**src/hw/rtl/wtsc_pkg.sv**
```systemverilog
`default_nettype none

package wtsc_pkg;

   localparam int WAVE_BYTES = 16;
   localparam int WAVE_ADDR_W = $clog2(WAVE_BYTES);
   localparam int FREQ_W = 11;
   localparam int TIMER_W = 13;
   localparam int POS_W = 5;
   localparam int CSR_INDEX_W = 2;
   localparam int CSR_DATA_W = FREQ_W;

   typedef enum logic [1:0] {
      REQ_ADVANCE = 2'd0,
      REQ_TRIGGER = 2'd1,
      REQ_WRITE   = 2'd2,
      REQ_UNUSED  = 2'd3
   } req_code_type;

   typedef enum logic [CSR_INDEX_W-1:0] {
      CSR_FREQUENCY    = 2'd0,
      CSR_VOLUME_LEVEL = 2'd1,
      CSR_DAC_ENABLE   = 2'd2,
      CSR_NONE         = 2'd3
   } csr_index_type;

   typedef struct packed {
      logic [1:0]             req_type;
      logic [7:0]             cycle_count;
      logic [WAVE_ADDR_W-1:0] wave_addr;
      logic [7:0]             wave_data;
   } req_payload_type;

   typedef struct packed {
      logic [3:0] amplitude;
      logic       channel_on;
   } rsp_payload_type;

   // microcode
   typedef logic [2:0] step_type;

   localparam step_type STEP_CAPTURE = 3'd0;
   localparam step_type STEP_ADVANCE = 3'd1;
   localparam step_type STEP_TRIGGER = 3'd2;
   localparam step_type STEP_WRITE   = 3'd3;
   localparam step_type STEP_EMIT    = 3'd4;

   typedef enum logic [2:0] {
      DP_NOP     = 3'd0,
      DP_CAPTURE = 3'd1,
      DP_ADVANCE = 3'd2,
      DP_TRIGGER = 3'd3,
      DP_WRITE   = 3'd4,
      DP_EMIT    = 3'd5
   } dp_op_type;

   typedef enum logic [1:0] {
      SEQ_GOTO     = 2'd0,
      SEQ_DISPATCH = 2'd1,
      SEQ_LOOP     = 2'd2,
      SEQ_EMIT     = 2'd3
   } seq_op_type;

   typedef struct packed {
      dp_op_type  dp_op;
      seq_op_type seq_op;
      step_type   target;
   } ctrl_word_type;

   typedef struct packed {
      logic         accept;
      req_code_type req_code;
      logic         expire;
      logic         out_free;
   } seq_cond_type;

   function automatic ctrl_word_type ucode_rom(input step_type step);
      ctrl_word_type word;
      case (step)
         STEP_CAPTURE: word = '{dp_op: DP_CAPTURE, seq_op: SEQ_DISPATCH, target: STEP_CAPTURE};
         STEP_ADVANCE: word = '{dp_op: DP_ADVANCE, seq_op: SEQ_LOOP,     target: STEP_EMIT};
         STEP_TRIGGER: word = '{dp_op: DP_TRIGGER, seq_op: SEQ_GOTO,     target: STEP_EMIT};
         STEP_WRITE:   word = '{dp_op: DP_WRITE,   seq_op: SEQ_GOTO,     target: STEP_EMIT};
         STEP_EMIT:    word = '{dp_op: DP_EMIT,    seq_op: SEQ_EMIT,     target: STEP_CAPTURE};
         default:      word = '{dp_op: DP_NOP,     seq_op: SEQ_GOTO,     target: STEP_CAPTURE};
      endcase
      return word;
   endfunction

   function automatic step_type dispatch_step(input req_code_type code);
      step_type step;
      case (code)
         REQ_ADVANCE: step = STEP_ADVANCE;
         REQ_TRIGGER: step = STEP_TRIGGER;
         REQ_WRITE:   step = STEP_WRITE;
         default:     step = STEP_EMIT;
      endcase
      return step;
   endfunction

   // (2048 - f) * 2, frequency zero gives 4096
   function automatic logic [TIMER_W-1:0] period_len(input logic [FREQ_W-1:0] freq);
      logic [FREQ_W:0] diff;
      diff = (FREQ_W+1)'(2048) - {1'b0, freq};
      return {diff, 1'b0};
   endfunction

   function automatic logic [2:0] level_shift(input logic [1:0] level);
      logic [2:0] sh;
      case (level)
         2'd0:    sh = 3'd4;
         2'd1:    sh = 3'd0;
         2'd2:    sh = 3'd1;
         default: sh = 3'd2;
      endcase
      return sh;
   endfunction

endpackage

`default_nettype wire

```
**src/hw/rtl/wave_table_sound_channel_unit.sv**
```systemverilog
// wave table sound channel
// req channel: one transfer per request (advance time, trigger, or write one
// wave store byte). rsp channel: exactly one transfer per request, in order,
// carrying the amplitude and the channel on flag after that request.
// csr port: write enable, index (0 frequency, 1 volume level, 2 dac enable)
// and data; writes are registered. writes must be made only while the unit
// is idle; the unit itself does not enforce this. a microcode sequencer runs
// each request: one capture step, the work steps, then one step that loads
// the output register. trigger and write go through their own work step, the
// unused code straight to the load step, and an advance stays in its work
// step while the timer expires (one expiry per cycle of the advance loop, at
// most 128 at the shortest period). the result is valid the cycle after the
// load step. req_stall is high during reset and outside the capture step.
// the output register holds its result while rsp_stall is high; the sequencer
// waits in the load step until the register is free, so a new request can be
// taken while the previous result still waits.
// after reset: wave store, position, current byte and channel flag are zero,
// the timer is a full period of 4096 and all csr registers are zero.
`default_nettype none

module wave_table_sound_channel_unit (
   input  wire logic                                 clock,
   input  wire logic                                 reset,
   input  wire logic                                 req_valid,
   output logic                                      req_stall,
   input  wire wtsc_pkg::req_payload_type            req_data,
   output logic                                      rsp_valid,
   input  wire logic                                 rsp_stall,
   output wtsc_pkg::rsp_payload_type                 rsp_data,
   input  wire logic                                 csr_write_enable,
   input  wire logic [wtsc_pkg::CSR_INDEX_W-1:0]     csr_index,
   input  wire logic [wtsc_pkg::CSR_DATA_W-1:0]      csr_write_data
);

   wtsc_pkg::ctrl_word_type ctrl;
   wtsc_pkg::seq_cond_type  cond;

   logic req_accept;
   logic expire;
   logic out_free;

   // csr
   logic [wtsc_pkg::FREQ_W-1:0] frequency_ff;
   logic [1:0]                  volume_level_ff;
   logic                        dac_enable_ff;

   // captured request
   wtsc_pkg::req_code_type         req_code_ff;
   logic [7:0]                     cycle_count_ff, cycle_count_in;
   logic [wtsc_pkg::WAVE_ADDR_W-1:0] wave_addr_ff;
   logic [7:0]                     wave_data_ff;

   // channel state
   logic [wtsc_pkg::TIMER_W-1:0] period_timer_ff, period_timer_in;
   logic [wtsc_pkg::POS_W-1:0]   sample_position_ff, sample_position_in;
   logic [7:0]                   current_byte_ff, current_byte_in;
   logic                         channel_enabled_ff, channel_enabled_in;
   logic [7:0]                   wave_store_ff [wtsc_pkg::WAVE_BYTES];

   logic                      rsp_valid_ff, rsp_valid_in;
   wtsc_pkg::rsp_payload_type rsp_data_ff, rsp_data_in;

   logic [wtsc_pkg::POS_W-1:0]   position_step;
   logic [wtsc_pkg::TIMER_W-1:0] reload;
   logic [3:0]                   nibble;
   logic [3:0]                   amplitude;

   assign req_stall  = reset || (ctrl.dp_op != wtsc_pkg::DP_CAPTURE);
   assign req_accept = req_valid && !req_stall;
   assign out_free   = !rsp_valid_ff || !rsp_stall;
   assign rsp_valid  = rsp_valid_ff;
   assign rsp_data   = rsp_data_ff;

   assign expire        = {{(wtsc_pkg::TIMER_W-8){1'b0}}, cycle_count_ff} >= period_timer_ff;
   assign position_step = sample_position_ff + wtsc_pkg::POS_W'(1);
   assign reload        = wtsc_pkg::period_len(frequency_ff);

   assign nibble    = sample_position_ff[0] ? current_byte_ff[3:0] : current_byte_ff[7:4];
   assign amplitude = channel_enabled_ff ? (nibble >> wtsc_pkg::level_shift(volume_level_ff))
                                         : 4'd0;

   always_comb begin
      cond.accept   = req_accept;
      cond.req_code = wtsc_pkg::req_code_type'(req_data.req_type);
      cond.expire   = expire;
      cond.out_free = out_free;
   end

   wtsc_sequencer u_sequencer (
      .clock (clock),
      .reset (reset),
      .cond  (cond),
      .ctrl  (ctrl)
   );

   // datapath
   always_comb begin
      cycle_count_in     = cycle_count_ff;
      period_timer_in    = period_timer_ff;
      sample_position_in = sample_position_ff;
      current_byte_in    = current_byte_ff;
      channel_enabled_in = channel_enabled_ff;
      rsp_valid_in       = rsp_valid_ff && rsp_stall;
      rsp_data_in        = rsp_data_ff;
      case (ctrl.dp_op)
         wtsc_pkg::DP_CAPTURE: begin
            if (req_accept) begin
               cycle_count_in = req_data.cycle_count;
            end
         end
         wtsc_pkg::DP_ADVANCE: begin
            if (expire) begin
               // timer fits in the count here, so the low byte is exact
               cycle_count_in     = cycle_count_ff - period_timer_ff[7:0];
               period_timer_in    = reload;
               sample_position_in = position_step;
               current_byte_in    = wave_store_ff[position_step[wtsc_pkg::POS_W-1:1]];
            end else begin
               period_timer_in = period_timer_ff
                                 - {{(wtsc_pkg::TIMER_W-8){1'b0}}, cycle_count_ff};
            end
         end
         wtsc_pkg::DP_TRIGGER: begin
            channel_enabled_in = dac_enable_ff;
            sample_position_in = '0;
            period_timer_in    = reload;
            current_byte_in    = wave_store_ff[0];
         end
         wtsc_pkg::DP_EMIT: begin
            if (out_free) begin
               rsp_valid_in           = 1'b1;
               rsp_data_in.amplitude  = amplitude;
               rsp_data_in.channel_on = channel_enabled_ff;
            end
         end
         default: begin
         end
      endcase
   end

   always_ff @(posedge clock) begin
      if (reset) begin
         frequency_ff       <= '0;
         volume_level_ff    <= '0;
         dac_enable_ff      <= 1'b0;
         period_timer_ff    <= wtsc_pkg::period_len('0);
         sample_position_ff <= '0;
         current_byte_ff    <= '0;
         channel_enabled_ff <= 1'b0;
         rsp_valid_ff       <= 1'b0;
         for (int i = 0; i < wtsc_pkg::WAVE_BYTES; i++) begin
            wave_store_ff[i] <= '0;
         end
      end else begin
         period_timer_ff    <= period_timer_in;
         sample_position_ff <= sample_position_in;
         current_byte_ff    <= current_byte_in;
         channel_enabled_ff <= channel_enabled_in;
         rsp_valid_ff       <= rsp_valid_in;
         if (ctrl.dp_op == wtsc_pkg::DP_WRITE) begin
            wave_store_ff[wave_addr_ff] <= wave_data_ff;
         end
         if (csr_write_enable) begin
            case (wtsc_pkg::csr_index_type'(csr_index))
               wtsc_pkg::CSR_FREQUENCY: begin
                  frequency_ff <= csr_write_data[wtsc_pkg::FREQ_W-1:0];
               end
               wtsc_pkg::CSR_VOLUME_LEVEL: begin
                  volume_level_ff <= csr_write_data[1:0];
               end
               wtsc_pkg::CSR_DAC_ENABLE: begin
                  dac_enable_ff <= csr_write_data[0];
               end
               default: begin
               end
            endcase
         end
      end
   end

   always_ff @(posedge clock) begin
      cycle_count_ff <= cycle_count_in;
      rsp_data_ff    <= rsp_data_in;
      if (req_accept) begin
         req_code_ff  <= wtsc_pkg::req_code_type'(req_data.req_type);
         wave_addr_ff <= req_data.wave_addr;
         wave_data_ff <= req_data.wave_data;
      end
   end

   // the captured code must agree with the step the sequencer went to
   a_dispatch_match: assert property (@(posedge clock) disable iff (reset)
      (ctrl.dp_op == wtsc_pkg::DP_TRIGGER) |-> (req_code_ff == wtsc_pkg::REQ_TRIGGER))
      else $error("trigger step without a trigger request");

   a_timer_nonzero: assert property (@(posedge clock) disable iff (reset)
      period_timer_ff != '0)
      else $error("period timer reached zero");

   a_expire_steps_position: assert property (@(posedge clock) disable iff (reset)
      (ctrl.dp_op == wtsc_pkg::DP_ADVANCE && expire)
      |=> (sample_position_ff == wtsc_pkg::POS_W'($past(sample_position_ff) + 1'b1)))
      else $error("expiry did not step the position");

   a_advance_ends_in_emit: assert property (@(posedge clock) disable iff (reset)
      (ctrl.dp_op == wtsc_pkg::DP_ADVANCE && !expire) |=> (ctrl.dp_op == wtsc_pkg::DP_EMIT))
      else $error("advance loop did not end in the emit step");

   a_result_from_emit: assert property (@(posedge clock) disable iff (reset)
      $rose(rsp_valid_ff) |-> $past(ctrl.dp_op == wtsc_pkg::DP_EMIT))
      else $error("result raised outside the emit step");

endmodule

`default_nettype wire

```
**src/hw/rtl/wtsc_sequencer.sv**
```systemverilog
`default_nettype none

module wtsc_sequencer (
   input  wire logic                    clock,
   input  wire logic                    reset,
   input  wire wtsc_pkg::seq_cond_type  cond,
   output wtsc_pkg::ctrl_word_type      ctrl
);

   wtsc_pkg::step_type step_ff;
   wtsc_pkg::step_type step_in;

   assign ctrl = wtsc_pkg::ucode_rom(step_ff);

   always_comb begin
      step_in = step_ff;
      case (ctrl.seq_op)
         wtsc_pkg::SEQ_GOTO: begin
            step_in = ctrl.target;
         end
         wtsc_pkg::SEQ_DISPATCH: begin
            if (cond.accept) begin
               step_in = wtsc_pkg::dispatch_step(cond.req_code);
            end
         end
         wtsc_pkg::SEQ_LOOP: begin
            // keep stepping while another period fits
            if (!cond.expire) begin
               step_in = ctrl.target;
            end
         end
         wtsc_pkg::SEQ_EMIT: begin
            if (cond.out_free) begin
               step_in = ctrl.target;
            end
         end
         default: begin
            step_in = wtsc_pkg::STEP_CAPTURE;
         end
      endcase
   end

   always_ff @(posedge clock) begin
      if (reset) begin
         step_ff <= wtsc_pkg::STEP_CAPTURE;
      end else begin
         step_ff <= step_in;
      end
   end

endmodule

`default_nettype wire
```
**config.mk**
```make
export PLATFORM = sky130hd
export DESIGN_NAME = wave_table_sound_channel_unit
export DESIGN_NICKNAME = d
export VERILOG_FILES = /design/src/hw/rtl/wtsc_pkg.sv /design/src/hw/rtl/wave_table_sound_channel_unit.sv /design/src/hw/rtl/wtsc_sequencer.sv
export SDC_FILE = /design/constraint.sdc
export NUM_CORES = 1
export LEC_CHECK = 0
export BUFFER_PORTS_ARGS = -buffer_cell sky130_fd_sc_hd__buf_2
export CAP_MARGIN = 0
export CORE_AREA = 2 2 96 191
export CTS_BUF_LIST = sky130_fd_sc_hd__clkbuf_2
export DETAILED_ROUTE_END_ITERATION = 10
export DIE_AREA = 0 0 98 193
export HOLD_SLACK_MARGIN = 0.12
export MAX_ROUTING_LAYER = met4
export PLACE_DENSITY = 0.77
export SLEW_MARGIN = 10
export SYNTH_ARGS = -nofsm -noshare
export SYNTH_HDL_FRONTEND = slang
export SYNTH_SLANG_ARGS = --single-unit
```
**constraint.sdc**
```tcl
create_clock -name clock -period 3.4 [get_ports clock]
set_clock_uncertainty 0.15 [all_clocks]
set_input_delay 0 -clock clock [delete_from_list [all_inputs] [get_ports clock]]
set_output_delay 0 -clock clock [all_outputs]
set_load 0.03 [all_outputs]
```
==> metrics.cfg, run 1 <==
[clock_network]
h-tree-depth = 4
cts_setup_buffers = 0
clk_latency_ns = 0.81
cts-resized-gates = 0
cts_made_buffers = 17
cts_tree = yes
holdBufCountCts = 112
clk_path_buf_depth = 2
clockRootBuffer = clkbuf_2
cts_sinks = 198
clkSlewWorstSetupHoldPaths_ns = 0.28

[yosys]
yosysUniqueCellTypes = 62
synth-seq-cells = 198
ys_warn_count = 0
synth-compound-area-share_pct = 8.52
synth_mux_area_share_pct = 10.2
synthesis.instances = 804
synthSimpleGateAreaFrac_pct = 17.5
synthAdderAreaFrac_pct = 2.95
synth_async_sr_flop_share_pct = 0
syn_area_mm2 = 0.00984
synth_enable_flop_cells = 153
ys.flop_type = edfxtp_1
synth_top_family_by_area = simple AND/OR/NAND/NOR gates
synth_xor_area_share_pct = 1.87
yosysSeqAreaShare_pct = 55.8
avgSynthCellArea_um2 = 12.2
syn_nets = 866

[timing]
final.min_clock_period_ns = 3.17
finalMaxSlewViolations = 0
fmax_mhz = 316
setup_tns_ns = 0
timing.hold.ws_ns = 0.176
rsz0062_at_grt = no
worstMarginPinSlew_ns = 1.10
finalCritPeriodShare_pct = 93.1
hold_viol = 0
slew-limit-headroom_pct = 26.1
finalSetupViolCount = 0

[power]
power.switching_mw = 1.43
clkPwrFrac_pct = 25.0
max-vdd-ir-drop_v = 0.000349
p_total_mw = 4.76
p_per_area_mw_per_mm2 = 406
p_leak_nw = 4.49
p_comb_share_pct = 16.0
swShare_pct = 30.1
pwr-share-seq_pct = 59.0
p_int_mw = 3.33

[floorplanning]
start_util_pct = 56.2
die_area_mm2 = 0.0189
die_x_um = 98
rows = 69
die_height_um = 193
ios = 47
core-area_mm2 = 0.0175

[placement]
io_buffer_count = 46
routabilityCongestion = 0.886
dp.cells = 1045
dp_hpwl_um = 14200

[final_layout]
multi_input_area_mm2 = 0.00406
final_common_cell = edfxtp_1
n_fill_cell = 1260
stdcell_count = 1190
seqCellArea_mm2 = 0.00550
post-route-util_pct = 66.9
nNetsFinal = 1025
syn_to_final_growth_pct = 19.1
final_cell_mix = edfxtp_1 (153), and2_1 (132), dlygate4sd3_1 (112)
drive_gt1_share_pct = 16.2

[setup_path]
cp_slowest_cell = nor3b_2
r2r_start = cycle_count_ff[1]
required_ns = 3.95
reg2reg_setup_slack_ns = 0.32
worst_ep_arrival_time_ns = 3.72
crit_start = csr_index[0]
worstSetupStartpointType = primary input
crit_fanout = 10
cp_common_cell = dlygate4sd3_1
crit_path_max_incr_delay_ns = 0.89
critical_path_class = primary input to register
crit_path_end_kind = register
worstPathCellList = dlygate4sd3_1, buf_2, dlygate4sd3_1, nor3b_2, mux2i_1, dlygate4sd3_1, nor2_1, dlygate4sd3_1

[detailed_routing]
wl_um = 22900
vias = 6906
viasPerCell = 5.80
drt_iter0_markers = 566
post_drt_wl_per_cell_um = 19.2
final_antenna_net_count = 0
firstDrtPassIters = 5
drc_errors = 0

[grt]
grt_overflow = 0
grt_max_degree = 48
antenna_found_initial = 1
grt_usage_pct = 25.8
grt_pass1_wl_um = 36300
grt_pass1_vias = 6929

[run_status]
status = finished, final reports clean

[worst_hold_path]
hp-start = reset
hp-class = primary input to register

[flow_run]
cap_violations = 0

==> logic make-up (layout without fill, tap and decap cells) <==
kind of cell,Yosys count,in the layout
compound gates,124,124
xor+xnor,21,21
fa+ha+maj,22,22
buf+inv,64,236
flops,198,198
mux,60,60
other cells,0,1
simple gates,315,315
==> metal layers <==
layer / GRT usage [%] / vias to the layer above / share of wire [%]
li1: - / 3245 / -
met4: 10.1 / 0 / 3.0
met3: 4.07 / 57 / 5.8
met5: - / - / 0
met1: 32.4 / 3351 / 41
met2: 42.3 / 253 / 51
==> path summary, 6_finish.rpt <==
path,endpoint,cells past startpoint
setup / recovery,frequency_ff[5],8
hold / removal,period_timer_ff[0],4
setup reg to reg,sample_position_ff[4],10
hold reg to reg,channel_enabled_ff,2
==> state kept, by name (all words and copies together) (netlist names) <==
name                 flops
wave_store_ff          128
wave_data_ff             8
u_sequencer.step_ff      3
dac_enable_ff            1
cycle_count_ff           8
current_byte_ff          8
frequency_ff            11
volume_level_ff          2
period_timer_ff         13
sample_position_ff       5
channel_enabled_ff       1
rsp_valid                1
wave_addr_ff             4
rsp_data                 5
==> stage by stage <==
step | cell area [um^2] | setup slack, ns
floorplan | 9840 | 0.709
global placement | 10300 | 0.486
detailed placement | 10300 | 0.385
CTS | 11700 | 0.344
global route | 11700 | 0.144
finish | 11700 | 0.234
==> layout make-up <==
cell class                 instances  area share (%)
sequential                       198            46.9
antenna                            1          0.0213
clock buffer                      17           0.726
tap                              213            2.27
clock inverter                    15            1.49
inverter                          21           0.672
multi-input combinational        542            34.6
timing repair buffer             183            13.3
==> Yosys cell counts (2+ instances only) <==
library cell    n  area, um^2
o31ai_1         2        15.0
buf_2           8        40.0
or2_2           7        43.8
a21o_1          5        37.5
xnor2_1        15         131
inv_1          21        78.8
nor2b_1        11        68.8
nor4_1          3        18.8
mux2i_1        27         270
nand3_1         7        35.0
fa_1            2        40.0
and2_1        132         826
o21ai_1         3        15.0
o21a_1          3        22.5
nor4b_1         2        17.5
buf_1           3        11.3
xor2_1          6        52.6
nor3_1         13        65.1
or3b_2          3        26.3
nand2_1        42         158
nand4_1         2        12.5
mux4_2         32         721
nor2_1         66         248
a21oi_1        24         120
a22oi_1        16         120
a41oi_1         2        17.5
edfxtp_1      153        4590
ha_1           20         250
a211oi_1       15         113
buf_6           6        67.6
a31oi_1         2        12.5
nand2b_1       10        62.6
nor3b_1         7        52.6
clkbuf_1       24        90.1
dfxtp_1        45         901
o21bai_1        2        15.0
o41ai_1         4        35.0
nand3b_1        5        37.5
o21ai_0        31         155
==> power groups by stage <==
| stage | registers [mW] | logic [mW] | clock network (mW) |
|---|---|---|---|
| after floorplan | 2.82 | 0.500 | 0 |
| after global placement | 2.85 | 0.621 | 0 |
| after detailed placement | 2.86 | 0.637 | 0 |
| after CTS | 2.80 | 0.737 | 1.20 |
| after global routing | 2.82 | 0.830 | 1.29 |
| final | 2.81 | 0.760 | 1.19 |
==> worst max-delay path: cells and delay by family <==
kind          cells  cell delay, ns
buf+inv           5            2.41
simple gates      2            0.94
mux               1            0.36
No activity file was read; power rests on OpenSTA's default activity.
==> inputs of run 2 (changes only) <==
==> constraint.sdc (replaced) <==
create_clock -name clock -period 3.4 [get_ports clock]
set_clock_uncertainty 0.15 [all_clocks]
set_input_delay 0.34 -clock clock [delete_from_list [all_inputs] [get_ports clock]]
set_output_delay 0.34 -clock clock [all_outputs]
set_load 0.03 [all_outputs]
==> run 2 against run 1 <==
  * Flip-flop and latch count is the same
  * Routed wire length shrank 1.6%
  * Register-to-register slack lost 0.04 ns
  * Sequential power is essentially flat
  * Largest power group unchanged
==> metrics.cfg, run 2 (synthesis results as in run 1) <==
[power]
pwr-share-seq_pct = 58.9  ; about the same
p_total_mw = 4.77  ; +0.10%
swShare_pct = 29.3  ; -0.76 points
max-vdd-ir-drop_v = 0.000271  ; -22%
p_comb_share_pct = 15.5  ; -0.5 points
clkPwrFrac_pct = 25.6  ; +0.6 points
p_leak_nw = 4.38  ; -2.4%
power.switching_mw = 1.40  ; -2.4%
p_int_mw = 3.37  ; +1.2%
p_per_area_mw_per_mm2 = 415  ; +2.1%

[final_layout]
finish.instance_area_mm2 = 0.0115  ; -2.0%
final_cell_mix = edfxtp_1 (153), and2_1 (132), dlygate4sd3_1 (89)
nNetsFinal = 1003  ; -2.1%
top_register = wave_store_ff
syn_to_final_growth_pct = 16.8
stdcell_count = 1168  ; -1.8%
multi_input_area_mm2 = 0.00406  ; unchanged
n_fill_cell = 1276  ; +1.3%
largest_register_ffs = 128  ; unchanged
drive_gt1_share_pct = 16.7  ; +0.48 points
final_common_cell = edfxtp_1
reg_top3 = wave_store_ff: 128 flops, period_timer_ff: 13 flops, frequency_ff: 11 flops
seqCellArea_mm2 = 0.00550  ; unchanged

[setup_path]
worstSetupStartpointType = register
reg2reg_depth = 10  ; unchanged
critical_path_class = register to register
cp_slowest_cell = dlygate4sd3_1
worstPathCellList = inv_1, ha_1, nor2b_1, o31ai_2, a21oi_1, a41o_2, a21oi_2, nand3b_1, o41ai_1, dlygate4sd3_1
required_ns = 4.03  ; +0.08 ns
crit_path_end_kind = register
crit_path_max_incr_delay_ns = 0.61  ; -0.28 ns
worst_ep_arrival_time_ns = 3.75  ; +0.03 ns
crit_fanout = 6  ; -4

[clock_network]
clk_latency_ns = 0.81  ; about the same
h-tree-depth = 4  ; unchanged
clkSlewWorstSetupHoldPaths_ns = 0.31  ; +0.03 ns
clk_path_buf_depth = 2  ; unchanged
clockRootBuffer = clkbuf_2
cts_setup_buffers = 0  ; unchanged
cts-resized-gates = 0  ; unchanged
cts_tree = yes
cts_sinks = 198  ; unchanged
cts_made_buffers = 17  ; unchanged

[floorplanning]
rows = 69  ; unchanged
die_height_um = 193  ; unchanged
start_util_pct = 56.2  ; unchanged
die_area_mm2 = 0.0189  ; unchanged
die_x_um = 98  ; unchanged
core-area_mm2 = 0.0175  ; unchanged
ios = 47  ; unchanged

[timing]
worstMarginPinSlew_ns = 1.17  ; +0.0671 ns
slew-limit-headroom_pct = 21.7  ; -4.5 points
final.min_clock_period_ns = 3.12  ; -0.0482 ns
hold_viol = 0  ; unchanged
finalCritPeriodShare_pct = 91.7  ; -1.4 points
rsz0062_at_grt = no
finalMaxSlewViolations = 0  ; unchanged
setup_tns_ns = 0  ; unchanged
timing.hold.ws_ns = 0.195  ; +0.0195 ns
finalSetupViolCount = 0  ; unchanged
fmax_mhz = 321  ; +1.5%

[placement]
io_buffer_count = 46  ; unchanged
place_area_mm2 = 0.0103  ; about the same
dp_hpwl_um = 14100  ; -0.25%
dp.cells = 1046  ; +0.096%
routabilityCongestion = 0.877  ; -1.1%

[grt]
grt_overflow = 0  ; unchanged
grt_use_met1_pct = 31.2  ; -1.2 points
top_usage_layer = met2
grt_use_met2_pct = 42.1  ; -0.11 points
grt_max_degree = 48  ; unchanged
grt_pass1_wl_um = 35700  ; -1.6%
grt_usage_pct = 25.4  ; -0.44 points
antenna_found_initial = 1  ; unchanged
grt_pass1_vias = 6872  ; -0.82%
grtUsageMet3_pct = 3.93  ; -0.14 points

[detailed_routing]
firstDrtPassIters = 5  ; unchanged
post_drt_wl_per_cell_um = 19.3  ; +0.23%
vias = 6850  ; -0.81%
final_antenna_net_count = 0  ; unchanged
drc_errors = 0  ; unchanged
viasPerCell = 5.86  ; +1.1%
wl_um = 22500  ; -1.6%
drt_iter0_markers = 538  ; -4.9%

[run_status]
status = finished, final reports clean

[worst_hold_path]
hp-class = primary input to register
min_path_cells = 4  ; unchanged

[flow_run]
cap_violations = 0  ; unchanged

[run 2: layer usage]
layer  wire length, um  share of wire [%]
met3              1210                5.4
met4               713                3.2
met5                 0                  0
met1              9110                 40
met2             11500                 51
[run 2: final timing paths]
check,slack [ns],to,start
max,0.28,u_sequencer.step_ff[0],cycle_count_ff[1]
min,0.20,cycle_count_ff[2],req_data[14]
max reg2reg,0.28,u_sequencer.step_ff[0],cycle_count_ff[1]
min reg2reg,0.35,channel_enabled_ff,dac_enable_ff
[run 2: power groups by stage]
stage | clock network (mW) | logic (mW) | registers, mW
detailed placement | 0 | 0.639 | 2.86
floorplan | 0 | 0.500 | 2.82
finish | 1.22 | 0.738 | 2.81
global route | 1.32 | 0.807 | 2.82
global placement | 0 | 0.625 | 2.85
CTS | 1.24 | 0.717 | 2.81
[run 2: critical path, delay by kind of cell (launching register included)]
kind            cells  cell delay (ns)
buf+inv             2             0.75
simple gates        2             0.28
fa+ha+maj           1             0.27
compound gates      5             1.16
flops               1             0.51
[run 2: cell type report]
type	instances	area share, %
inverter	21	0.686
antenna	1	0.0218
tap	213	2.32
sequential	198	47.8
timing repair buffer	161	11.6
clock buffer	17	0.740
clock inverter	15	1.57
multi-input combinational	542	35.3
[run 2: through the flow]
stage / util, % / setup WS, ns
2_1_floorplan: - / 0.709
3_3_place_gp: 59.0 / 0.460
3_5_place_dp: 59.0 / 0.407
4_1_cts: 65.6 / 0.327
5_1_grt: 65.6 / 0.0870
6_report: 65.6 / 0.282
[run 2: repair_timing]
item | in CTS | in global routing
hold endpoints to repair | 85 | 0
setup endpoints to repair | 0 | 0
hold buffers | 89 | 0
==> inputs of run 3 (changes only) <==
- CORE_AREA: 2 2 96 191 -> 2 2 173 107
- DIE_AREA: 0 0 98 193 -> 0 0 175 109
==> run 3 against run 2 <==
  * Routed wire length rose by 4.8%
  * Via count rose by 0.70%
  * Total power rose by 0.44%
==> metrics.cfg, run 3 (synthesis results as in run 1) <==
[power]
max-vdd-ir-drop_v = 0.000258  ; -4.9%
p_leak_nw = 4.40  ; +0.33%
p_per_area_mw_per_mm2 = 415  ; about the same

[final_layout]
drive_gt1_share_pct = 17.0  ; +0.37 points
syn_to_final_growth_pct = 17.3
final_cell_mix = edfxtp_1 (153), and2_1 (132), dlygate4sd3_1 (88)
final_common_cell = edfxtp_1
nNetsFinal = 1006  ; +0.30%
diodes = 0  ; -1
top_register = wave_store_ff
largest_register_ffs = 128  ; unchanged
stdcell_count = 1197  ; +2.5%
finish.instance_area_mm2 = 0.0115  ; +0.44%
reg_top3 = wave_store_ff: 128 flops, period_timer_ff: 13 flops, frequency_ff: 11 flops

[timing]
hold_viol = 0  ; unchanged
fmax_mhz = 330  ; +2.8%
worstMarginPinSlew_ns = 1.17  ; -0.00142 ns
finalCritPeriodShare_pct = 89.2  ; -2.5 points
finalSetupViolCount = 0  ; unchanged
timing.hold.ws_ns = 0.212  ; +0.0163 ns
finalMaxSlewViolations = 0  ; unchanged
rsz0062_at_grt = no
slew-limit-headroom_pct = 21.8  ; +0.095 points
setup_tns_ns = 0  ; unchanged
final.min_clock_period_ns = 3.03  ; -0.0860 ns

[clock_network]
cts_made_buffers = 17  ; unchanged
clk_latency_ns = 0.79  ; -0.02 ns
clkSlewWorstSetupHoldPaths_ns = 0.38  ; +0.07 ns
clk_path_buf_depth = 2  ; unchanged
cts-resized-gates = 0  ; unchanged
clockRootBuffer = clkbuf_2
h-tree-depth = 4  ; unchanged
cts_tree = yes
cts_sinks = 198  ; unchanged

[setup_path]
required_ns = 3.91  ; -0.12 ns
worst_ep_arrival_time_ns = 3.55  ; -0.20 ns
crit_fanout = 10  ; +4
worstSetupStartpointType = register
cp_slowest_cell = edfxtp_1
worstPathCellList = inv_1, ha_1, nor2b_1, o31ai_2, a21oi_1, a41o_2, a21oi_2, buf_4, mux2_2, nor2_1
crit_path_end_kind = register
crit_path_max_incr_delay_ns = 0.53  ; -0.08 ns
critical_path_class = register to register

[floorplanning]
die_area_mm2 = 0.0191  ; +0.85%
core-area_mm2 = 0.0176  ; +0.65%
rows = 38  ; -45%
ios = 47  ; unchanged
start_util_pct = 55.8  ; -0.36 points
die_x_um = 175  ; +79%
die_height_um = 109  ; -44%

[detailed_routing]
drc_errors = 0  ; unchanged
firstDrtPassIters = 6  ; +1
vias = 6898  ; +0.70%
drt_iter0_markers = 922  ; +71%
viasPerCell = 5.76  ; -1.7%
post_drt_wl_per_cell_um = 19.7  ; +2.2%
wl_um = 23600  ; +4.8%
final_antenna_net_count = 0  ; unchanged

[run_status]
status = finished, final reports clean

[grt]
grt_pass1_wl_um = 37000  ; +3.6%
grt_pass1_vias = 6566  ; -4.5%
grt_usage_pct = 26.7  ; +1.3 points
grt_max_degree = 48  ; unchanged
grt_overflow = 0  ; unchanged
antenna_found_initial = 0  ; -1

[placement]
routabilityCongestion = 0.965  ; +10%
place_area_mm2 = 0.0104  ; +0.62%
dp_hpwl_um = 15500  ; +10%
dp.cells = 1077  ; +3.0%
io_buffer_count = 46  ; unchanged

[flow_run]
cap_violations = 0  ; unchanged

[worst_hold_path]
hp-class = primary input to register

## run 3: final cells by class
type                            count  area [um^2]
Inverter                           21         78.8
Fill cell                        1307         6100
Sequential cell                   198         5500
Clock buffer                       17         85.1
Timing Repair Buffer              164         1350
Clock inverter                     15          179
Multi-Input combinational cell    542         4060
Tap cell                          240          300
## run 3: routing by layer
layer,GRT usage [%],share of wire [%]
met5,-,0
met2,37.7,42
met3,4.36,8.5
met4,6.25,1.3
met1,40.5,48
## run 3: where the power goes
| group | switching [mW] | internal (mW) | total, mW |
|---|---|---|---|
| sequential | 0.0904 | 2.72 | 2.81 |
| combinational | 0.423 | 0.344 | 0.767 |
| clock | 0.954 | 0.260 | 1.21 |
| total | 1.47 | 3.32 | 4.79 |
## run 3: repair_timing
| action | in CTS | in global routing |
|---|---|---|
| hold buffers | 88 | 0 |
| hold endpoints to repair | 84 | 0 |
| setup buffers | 0 | 0 |
## run 3: metrics by stage
| stage | power (mW) | setup slack, ns | util [%] |
|---|---|---|---|
| 6_report | 4.79 | 0.368 | 65.4 |
| 5_1_grt | 4.98 | 0.166 | 65.4 |
| 4_1_cts | 4.76 | 0.376 | 65.4 |
| 3_5_place_dp | 3.52 | 0.461 | 58.9 |
| 3_3_place_gp | 3.51 | 0.575 | 58.9 |
| 2_1_floorplan | 3.32 | 0.709 | - |
## run 3: final timing paths
check	startpoint	to	slack (ns)	cells past startpoint
max	cycle_count_ff[1]	sample_position_ff[4]	0.37	10
min	req_data[12]	cycle_count_ff[0]	0.21	4
min reg2reg	period_timer_ff[2]	period_timer_ff[2]	0.38	2
max reg2reg	cycle_count_ff[1]	sample_position_ff[4]	0.37	10
## run 3: worst max-delay path: cells and delay by family (launching register included)
family | cells | cell delay [ns]
compound gates | 4 | 1.00
fa+ha+maj | 1 | 0.27
buf+inv | 2 | 0.37
flops | 1 | 0.53
mux | 1 | 0.35
simple gates | 2 | 0.24
